<file path="src/rtl/pllnd_pkg.sv">
`timescale 1ns / 1ps
`default_nettype none

package pllnd_pkg;

    localparam int STATUS_W = 2;

    typedef logic [STATUS_W-1:0] status_t;

    localparam status_t STATUS_OK   = 2'd0;
    localparam status_t STATUS_ZERO = 2'd1;
    localparam status_t STATUS_SAT  = 2'd2;

    typedef logic [1:0] div_sel_t;

    localparam div_sel_t DIV_GCD = 2'd0;
    localparam div_sel_t DIV_R   = 2'd1;
    localparam div_sel_t DIV_N   = 2'd2;

    typedef struct packed {
        logic     load;
        logic     div_start;
        logic     capture;
        div_sel_t div_sel;
        logic     take_sum;
        logic     clear;
        logic     out_load;
    } cmd_t;

    typedef struct packed {
        logic a_zero;
        logic b_zero;
        logic div_busy;
        logic out_free;
    } sts_t;

endpackage

`default_nettype wire

</file>
<file path="src/rtl/pllnd_ctrl.sv">
`timescale 1ns / 1ps
`default_nettype none

module pllnd_ctrl (
    input  wire              aclk,
    input  wire              aresetn,
    input  wire              s_tvalid,
    output logic             s_tready,
    input  pllnd_pkg::sts_t  sts,
    output pllnd_pkg::cmd_t  cmd
);

    localparam logic [2:0] S_IDLE     = 3'd0;
    localparam logic [2:0] S_CHECK    = 3'd1;
    localparam logic [2:0] S_GCD_WAIT = 3'd2;
    localparam logic [2:0] S_R_START  = 3'd3;
    localparam logic [2:0] S_R_WAIT   = 3'd4;
    localparam logic [2:0] S_N_START  = 3'd5;
    localparam logic [2:0] S_N_WAIT   = 3'd6;
    localparam logic [2:0] S_FINISH   = 3'd7;

    logic [2:0] state_reg;
    logic [2:0] state_next;

    assign s_tready = (state_reg == S_IDLE);

    always_comb begin
        state_next    = state_reg;
        cmd           = '0;
        cmd.div_sel   = pllnd_pkg::DIV_GCD;
        case (state_reg)
            S_IDLE: begin
                if (s_tvalid) begin
                    cmd.load   = 1'b1;
                    state_next = S_CHECK;
                end
            end
            S_CHECK: begin
                if (sts.a_zero && sts.b_zero) begin
                    cmd.clear  = 1'b1;
                    state_next = S_FINISH;
                end else if (sts.a_zero || sts.b_zero) begin
                    cmd.take_sum = 1'b1;
                    state_next   = S_R_START;
                end else begin
                    cmd.div_start = 1'b1;
                    state_next    = S_GCD_WAIT;
                end
            end
            S_GCD_WAIT: begin
                if (!sts.div_busy) begin
                    cmd.capture = 1'b1;
                    state_next  = S_CHECK;
                end
            end
            S_R_START: begin
                cmd.div_sel   = pllnd_pkg::DIV_R;
                cmd.div_start = 1'b1;
                state_next    = S_R_WAIT;
            end
            S_R_WAIT: begin
                cmd.div_sel = pllnd_pkg::DIV_R;
                if (!sts.div_busy) begin
                    cmd.capture = 1'b1;
                    state_next  = S_N_START;
                end
            end
            S_N_START: begin
                cmd.div_sel   = pllnd_pkg::DIV_N;
                cmd.div_start = 1'b1;
                state_next    = S_N_WAIT;
            end
            S_N_WAIT: begin
                cmd.div_sel = pllnd_pkg::DIV_N;
                if (!sts.div_busy) begin
                    cmd.capture = 1'b1;
                    state_next  = S_FINISH;
                end
            end
            S_FINISH: begin
                if (sts.out_free) begin
                    cmd.out_load = 1'b1;
                    state_next   = S_IDLE;
                end
            end
            default: begin
                state_next = S_IDLE;
            end
        endcase
    end

    always_ff @(posedge aclk) begin
        if (!aresetn) begin
            state_reg <= S_IDLE;
        end else begin
            state_reg <= state_next;
        end
    end

endmodule

`default_nettype wire

</file>
<file path="src/rtl/pllnd_dp.sv">
`timescale 1ns / 1ps
`default_nettype none

module pllnd_dp #(
    parameter int FREQ_WIDTH = 30,
    parameter int R_WIDTH    = 14,
    parameter int N_WIDTH    = 13
) (
    input  wire                          aclk,
    input  wire                          aresetn,
    input  pllnd_pkg::cmd_t              cmd,
    output pllnd_pkg::sts_t              sts,
    input  wire [FREQ_WIDTH-1:0]         in_fref,
    input  wire [FREQ_WIDTH-1:0]         in_fvco,
    output logic                         out_valid,
    input  wire                          out_ready,
    output logic [R_WIDTH-1:0]           out_r,
    output logic [N_WIDTH-1:0]           out_n,
    output logic [FREQ_WIDTH-1:0]        out_fcomp,
    output pllnd_pkg::status_t           out_status
);

    localparam int W     = FREQ_WIDTH;
    localparam int CNT_W = $clog2(W);
    localparam int RX_W  = W + R_WIDTH;
    localparam int NX_W  = W + N_WIDTH;

    logic [W-1:0]     a_reg, a_next;
    logic [W-1:0]     b_reg, b_next;
    logic [W-1:0]     fref_reg, fref_next;
    logic [W-1:0]     fvco_reg, fvco_next;
    logic [W-1:0]     fcomp_reg, fcomp_next;
    logic [W-1:0]     rq_reg, rq_next;
    logic [W-1:0]     nq_reg, nq_next;
    logic             zero_reg, zero_next;
    logic             a_larger_reg, a_larger_next;

    // shared restoring divider, one quotient bit per cycle
    logic [W-1:0]     rem_reg, rem_next;
    logic [W-1:0]     quo_reg, quo_next;
    logic [W-1:0]     dvs_reg, dvs_next;
    logic [CNT_W-1:0] cnt_reg, cnt_next;
    logic             busy_reg, busy_next;

    logic [W:0]       shifted;
    logic [W:0]       diff;
    logic             ge;
    logic             a_ge_b;

    logic [R_WIDTH-1:0]       or_reg, or_next;
    logic [N_WIDTH-1:0]       on_reg, on_next;
    logic [W-1:0]             of_reg, of_next;
    pllnd_pkg::status_t       os_reg, os_next;
    logic                     ov_reg, ov_next;

    logic [RX_W-1:0]  rq_ext;
    logic [NX_W-1:0]  nq_ext;
    logic             r_ovf;
    logic             n_ovf;

    assign a_ge_b  = (a_reg >= b_reg);
    assign shifted = {rem_reg, quo_reg[W-1]};
    assign ge      = (shifted >= {1'b0, dvs_reg});
    assign diff    = shifted - {1'b0, dvs_reg};

    assign rq_ext = RX_W'(rq_reg);
    assign nq_ext = NX_W'(nq_reg);
    assign r_ovf  = (rq_ext > RX_W'({R_WIDTH{1'b1}}));
    assign n_ovf  = (nq_ext > NX_W'({N_WIDTH{1'b1}}));

    assign sts.a_zero   = (a_reg == '0);
    assign sts.b_zero   = (b_reg == '0);
    assign sts.div_busy = busy_reg;
    assign sts.out_free = !ov_reg || out_ready;

    always_comb begin
        a_next        = a_reg;
        b_next        = b_reg;
        fref_next     = fref_reg;
        fvco_next     = fvco_reg;
        fcomp_next    = fcomp_reg;
        rq_next       = rq_reg;
        nq_next       = nq_reg;
        zero_next     = zero_reg;
        a_larger_next = a_larger_reg;
        rem_next      = rem_reg;
        quo_next      = quo_reg;
        dvs_next      = dvs_reg;
        cnt_next      = cnt_reg;
        busy_next     = busy_reg;

        if (cmd.load) begin
            a_next    = in_fref;
            b_next    = in_fvco;
            fref_next = in_fref;
            fvco_next = in_fvco;
            zero_next = 1'b0;
        end

        if (cmd.clear) begin
            zero_next  = 1'b1;
            fcomp_next = '0;
        end

        if (cmd.take_sum) begin
            fcomp_next = a_reg | b_reg;
        end

        if (busy_reg) begin
            rem_next = ge ? diff[W-1:0] : shifted[W-1:0];
            quo_next = {quo_reg[W-2:0], ge};
            cnt_next = cnt_reg + 1'b1;
            if (cnt_reg == CNT_W'(W - 1)) begin
                busy_next = 1'b0;
            end
        end

        if (cmd.div_start) begin
            rem_next  = '0;
            cnt_next  = '0;
            busy_next = 1'b1;
            case (cmd.div_sel)
                pllnd_pkg::DIV_GCD: begin
                    a_larger_next = a_ge_b;
                    quo_next      = a_ge_b ? a_reg : b_reg;
                    dvs_next      = a_ge_b ? b_reg : a_reg;
                end
                pllnd_pkg::DIV_R: begin
                    quo_next = fref_reg;
                    dvs_next = fcomp_reg;
                end
                pllnd_pkg::DIV_N: begin
                    quo_next = fvco_reg;
                    dvs_next = fcomp_reg;
                end
                default: begin
                    quo_next = '0;
                    dvs_next = fcomp_reg;
                end
            endcase
        end

        if (cmd.capture) begin
            case (cmd.div_sel)
                pllnd_pkg::DIV_GCD: begin
                    if (a_larger_reg) begin
                        a_next = rem_reg;
                    end else begin
                        b_next = rem_reg;
                    end
                end
                pllnd_pkg::DIV_R: begin
                    rq_next = quo_reg;
                end
                pllnd_pkg::DIV_N: begin
                    nq_next = quo_reg;
                end
                default: begin
                    rq_next = rq_reg;
                end
            endcase
        end
    end

    always_comb begin
        or_next = or_reg;
        on_next = on_reg;
        of_next = of_reg;
        os_next = os_reg;
        ov_next = ov_reg;
        if (out_ready) begin
            ov_next = 1'b0;
        end
        if (cmd.out_load) begin
            ov_next = 1'b1;
            if (zero_reg) begin
                or_next = '0;
                on_next = '0;
                of_next = '0;
                os_next = pllnd_pkg::STATUS_ZERO;
            end else begin
                or_next = r_ovf ? {R_WIDTH{1'b1}} : rq_ext[R_WIDTH-1:0];
                on_next = n_ovf ? {N_WIDTH{1'b1}} : nq_ext[N_WIDTH-1:0];
                of_next = fcomp_reg;
                os_next = (r_ovf || n_ovf) ? pllnd_pkg::STATUS_SAT : pllnd_pkg::STATUS_OK;
            end
        end
    end

    always_ff @(posedge aclk) begin
        if (!aresetn) begin
            busy_reg <= 1'b0;
            ov_reg   <= 1'b0;
        end else begin
            busy_reg <= busy_next;
            ov_reg   <= ov_next;
        end
    end

    always_ff @(posedge aclk) begin
        a_reg        <= a_next;
        b_reg        <= b_next;
        fref_reg     <= fref_next;
        fvco_reg     <= fvco_next;
        fcomp_reg    <= fcomp_next;
        rq_reg       <= rq_next;
        nq_reg       <= nq_next;
        zero_reg     <= zero_next;
        a_larger_reg <= a_larger_next;
        rem_reg      <= rem_next;
        quo_reg      <= quo_next;
        dvs_reg      <= dvs_next;
        cnt_reg      <= cnt_next;
        or_reg       <= or_next;
        on_reg       <= on_next;
        of_reg       <= of_next;
        os_reg       <= os_next;
    end

    assign out_valid  = ov_reg;
    assign out_r      = or_reg;
    assign out_n      = on_reg;
    assign out_fcomp  = of_reg;
    assign out_status = os_reg;

endmodule

`default_nettype wire

</file>
<file path="src/rtl/pll_ref_n_divider_calc.sv">
// An accepted item runs k remainder steps, then the R and N divisions, and then its result is loaded,
// where k is the number of Euclid remainder steps (0 to 42 at 30 bits); if both inputs are 0, no division runs.
// The final load waits on an unread result.
// Each remainder and each of the two final divisions runs on one shared bit-serial divider.
// One item is in work at a time; the next is accepted while a finished result still waits.
// Reset (aresetn low, synchronous) returns the controller to idle and drops m_tvalid.
`timescale 1ns / 1ps
`default_nettype none

module pll_ref_n_divider_calc #(
    parameter int FREQ_WIDTH = 30,
    parameter int R_WIDTH    = 14,
    parameter int N_WIDTH    = 13
) (
    input  wire                                        aclk,
    input  wire                                        aresetn,
    input  wire                                        s_tvalid,
    output logic                                       s_tready,
    // fref_hz, fvco_hz
    input  wire  [((2*FREQ_WIDTH+7)/8)*8-1:0]          s_tdata,
    output logic                                       m_tvalid,
    input  wire                                        m_tready,
    // r_count, n_count, fcomp_hz, status
    output logic [((R_WIDTH+N_WIDTH+FREQ_WIDTH+pllnd_pkg::STATUS_W+7)/8)*8-1:0] m_tdata
);

    localparam int M_TDATA_W = ((R_WIDTH + N_WIDTH + FREQ_WIDTH + pllnd_pkg::STATUS_W + 7) / 8) * 8;

    pllnd_pkg::cmd_t     cmd;
    pllnd_pkg::sts_t     sts;
    logic [R_WIDTH-1:0]    out_r;
    logic [N_WIDTH-1:0]    out_n;
    logic [FREQ_WIDTH-1:0] out_fcomp;
    pllnd_pkg::status_t    out_status;

    pllnd_ctrl u_ctrl (
        .aclk     (aclk),
        .aresetn  (aresetn),
        .s_tvalid (s_tvalid),
        .s_tready (s_tready),
        .sts      (sts),
        .cmd      (cmd)
    );

    pllnd_dp #(
        .FREQ_WIDTH (FREQ_WIDTH),
        .R_WIDTH    (R_WIDTH),
        .N_WIDTH    (N_WIDTH)
    ) u_dp (
        .aclk       (aclk),
        .aresetn    (aresetn),
        .cmd        (cmd),
        .sts        (sts),
        .in_fref    (s_tdata[FREQ_WIDTH-1:0]),
        .in_fvco    (s_tdata[2*FREQ_WIDTH-1:FREQ_WIDTH]),
        .out_valid  (m_tvalid),
        .out_ready  (m_tready),
        .out_r      (out_r),
        .out_n      (out_n),
        .out_fcomp  (out_fcomp),
        .out_status (out_status)
    );

    assign m_tdata = M_TDATA_W'({out_status, out_fcomp, out_n, out_r});

endmodule

`default_nettype wire

</file>
<file path="config.mk">
export PLATFORM = sky130hd
export DESIGN_NAME = pll_ref_n_divider_calc
export DESIGN_NICKNAME = d
export VERILOG_FILES = /design/src/rtl/pllnd_pkg.sv /design/src/rtl/pllnd_ctrl.sv /design/src/rtl/pllnd_dp.sv /design/src/rtl/pll_ref_n_divider_calc.sv
export SDC_FILE = /design/constraint.sdc
export NUM_CORES = 1
export LEC_CHECK = 0
export BUFFER_PORTS_ARGS = -buffer_cell sky130_fd_sc_hd__buf_2
export CELL_PAD_IN_SITES_DETAIL_PLACEMENT = 1
export CELL_PAD_IN_SITES_GLOBAL_PLACEMENT = 1
export CORE_MARGIN = 2
export CORE_UTILIZATION = 51
export CTS_CLUSTER_SIZE = 40
export DETAILED_ROUTE_END_ITERATION = 10
export PLACE_DENSITY_LB_ADDON = 0.1
export RECOVER_POWER = 100
export SYNTH_ARGS = -nofsm -noshare
export SYNTH_HDL_FRONTEND = slang
export SYNTH_SLANG_ARGS = --single-unit
export TNS_END_PERCENT = 10
</file>
<file path="constraint.sdc">
create_clock -name aclk -period 12.9 [get_ports aclk]
set_clock_uncertainty 0.1 [all_clocks]
set_input_delay 0.645 -clock aclk [delete_from_list [all_inputs] [get_ports aclk]]
set_output_delay 0.645 -clock aclk [all_outputs]
set_load 0.05 [all_outputs]
</file>
==> flow_summary.toml <==
[outcome]
status = "finished with violations"
violations = "max-capacitance violations, max-slew violations"

[worst_setup_path]
critical_path.max_fanout = 60
start_kind = "flip-flop"
reg2regPathDepth = 10
crit_path_top_delay_cell = "clkbuf_1"
worstPathRequired_ns = 13.29
criticalPathCategory = "reg2reg"
cpPeakStageDelay_ns = 2.38
crit_arrival_ns = 7.00
path_cells = "nor4_1 -> nand4_1 -> or2_2 -> ha_1 -> or3_1 -> nand3_1 -> clkbuf_1 -> nand2_1 -> a2111oi_0 -> a21o_1"
critical_path_depth = 10
crit_path_end_kind = "flip-flop"
worst-path-buf-inv = 1
path_delay_family = "simple AND/OR/NAND/NOR gates"

[grt]
grt_pass1_vias = 14300
grt_overflow = 0
grt_pass1_wl_mm = 84.9
grt_max_degree = 97
grt_use_total = 0.302
antenna_found_initial = 0

[yosys]
synthCells = 1814
synth_top_area_cell = "edfxtp_1"
yosys_warnings = 0
synthAdderAreaFrac = 0.0666
synth_simple_gate_area_frac = 0.128
async_flop_share = 0
synthMuxAreaShare = 0.00331
synth.cell_area_sq_um = 18200
yosysTopAreaCellShare = 0.447
synth_area_leaders = "edfxtp_1, dfxtp_1, a21oi_1"
synth_ff_type = "edfxtp_1"
synth_top_family_by_area = "compound AO/OA/AOI/OAI gates"
netlist-cell-type-count = 67
synth_compound_area_frac = 0.172
synth_edf_count = 270
syn-mean-instance-area_sq_um = 10.0
synth_xor_area_frac = 0.0140
ys_seq_area_frac = 0.558
ys_seq_elements = 371

[clocking]
clkTransAtPathRegs_ns = 0.06
cts_setup_buffers = 0
hold_buffers = 0
cts_buffers = 41
clock_latency_ns = 0.55
cts_tree = "done"
cts_buffer_depth = 3
cts_sinks = 371
clockRootBuffer = "clkbuf_16"
cts.htree.levels = 2
postCtsResizedCells = 0

[pwr]
p_leak_uw = 0.00756
irDropWorstVdd_uv = 297
power_uw = 6120
p_per_area_nw_per_um2 = 305

[timing]
post-route-period-util = 0.513
setup_ws_ns = 6.29
drv_slew = 585
finalSetupViolations = 0
rsz0062_at_grt = "no"
hold_viol = 0
final.min_clock_period_ns = 6.61
timing.slew.headroom = -2.31
finalSetupTns_ns = 0
timing.fmax_ghz = 0.151
tightest_slew_ns = 4.97

[detailed_routing]
drc = 0
drt-total-wl_mm = 56.2
firstDrtPassIters = 5
vias_per_cell = 6.04
routedWlPerCell_microns = 23.6
via_count = 14400
ant_nets = 0
drt_iter0_markers = 1119

[finish]
final_area_sq_um = 20100
final_nets = 2050
layout-drive-gt1-share = 0.0537
antennaDiodeCount = 0
final_util = 0.569
area_growth_syn_to_layout_pct = 10.8
fillCellCount = 3951
layout_commonest_cell = "a21oi_1"
final_cell_mix = "a21oi_1, edfxtp_1, nor2_1"

[placement]
place_area_sq_um = 19000
dpl_worst_slack_ns = 8.69
dpl.hpwl_mm = 37.6
routabilityCongestion = 0.864
portBuffers = 124

[worst_hold_path]
holdPathStages = 1
hold_class = "in2reg"

[die]
initial_core_util = 0.514
io_pins = 134
die_x_microns = 193
rows = 69
core_sq_um = 35300
die_y_microns = 193
die_area_sq_um = 37100

[flow_run]
max_cap_viol_count = 12
[cell families after synthesis]
| family | after synthesis |
|---|---|
| AO/OA/AOI/OAI | 533 |
| AND/OR/NAND/NOR | 531 |
| flip-flops | 371 |
| buffers and inverters | 247 |
| adder cells (fa/ha/maj) | 96 |
| XOR/XNOR | 29 |
| multiplexers | 6 |
| other | 1 |
[area by class of cell]
cell class	count	area, sq um	area share
clock buffer	57	1150	0.0571
clock inverter	18	126	0.00629
inverter	129	484	0.0241
multi-input combinational	1200	7060	0.351
sequential	371	10100	0.504
tap	461	577	0.0287
timing repair buffer	143	582	0.0289
[Yosys cell counts (12+ instances only)]
master / number
a21oi_1: 303
a221oi_1: 32
a31oi_1: 53
clkbuf_1: 91
dfxtp_1: 101
edfxtp_1: 270
ha_1: 95
inv_1: 127
nand2_1: 137
nand3_1: 15
nand4_1: 15
nor2_1: 252
nor2b_1: 35
nor3_1: 12
nor4_1: 29
o21ai_0: 69
xnor2_1: 15
xor2_1: 14
[layer usage]
layer,vias up,track usage,part of all wire
li1,6600,-,-
met1,7240,0.429,0.44
met2,466,0.488,0.47
met3,70,0.0486,0.070
met4,0,0.0696,0.018
met5,-,0,0
[final timing paths]
kind / from / end / slack (ns)
max: u_dp.b_reg[7]$_DFF_P_ / u_dp.rem_reg[1]$_SDFFE_PP0P_ / 6.29
min: s_tdata[32] / u_dp.fvco_reg[2]$_DFFE_PP_ / 0.19
max reg2reg: u_dp.b_reg[7]$_DFF_P_ / u_dp.rem_reg[1]$_SDFFE_PP0P_ / 6.29
min reg2reg: u_dp.quo_reg[25]$_DFFE_PP_ / u_dp.nq_reg[25]$_DFFE_PP_ / 0.38
[report_power, final]
group / switching, uW / leakage (uW) / internal (uW)
Sequential: 345 / 0.00339 / 1770
Combinational: 1950 / 0.00353 / 920
Clock: 488 / 0.000635 / 645
[per-stage QoR]
step                      instances  hold WS [ns]
after floorplan                1818         0.306
after global placement         2304         0.360
after detailed placement       2304         0.366
after CTS                      2379         0.176
after global routing           2379         0.186
final                          2379         0.194
Note: power is estimated with default switching activity, not from simulation.
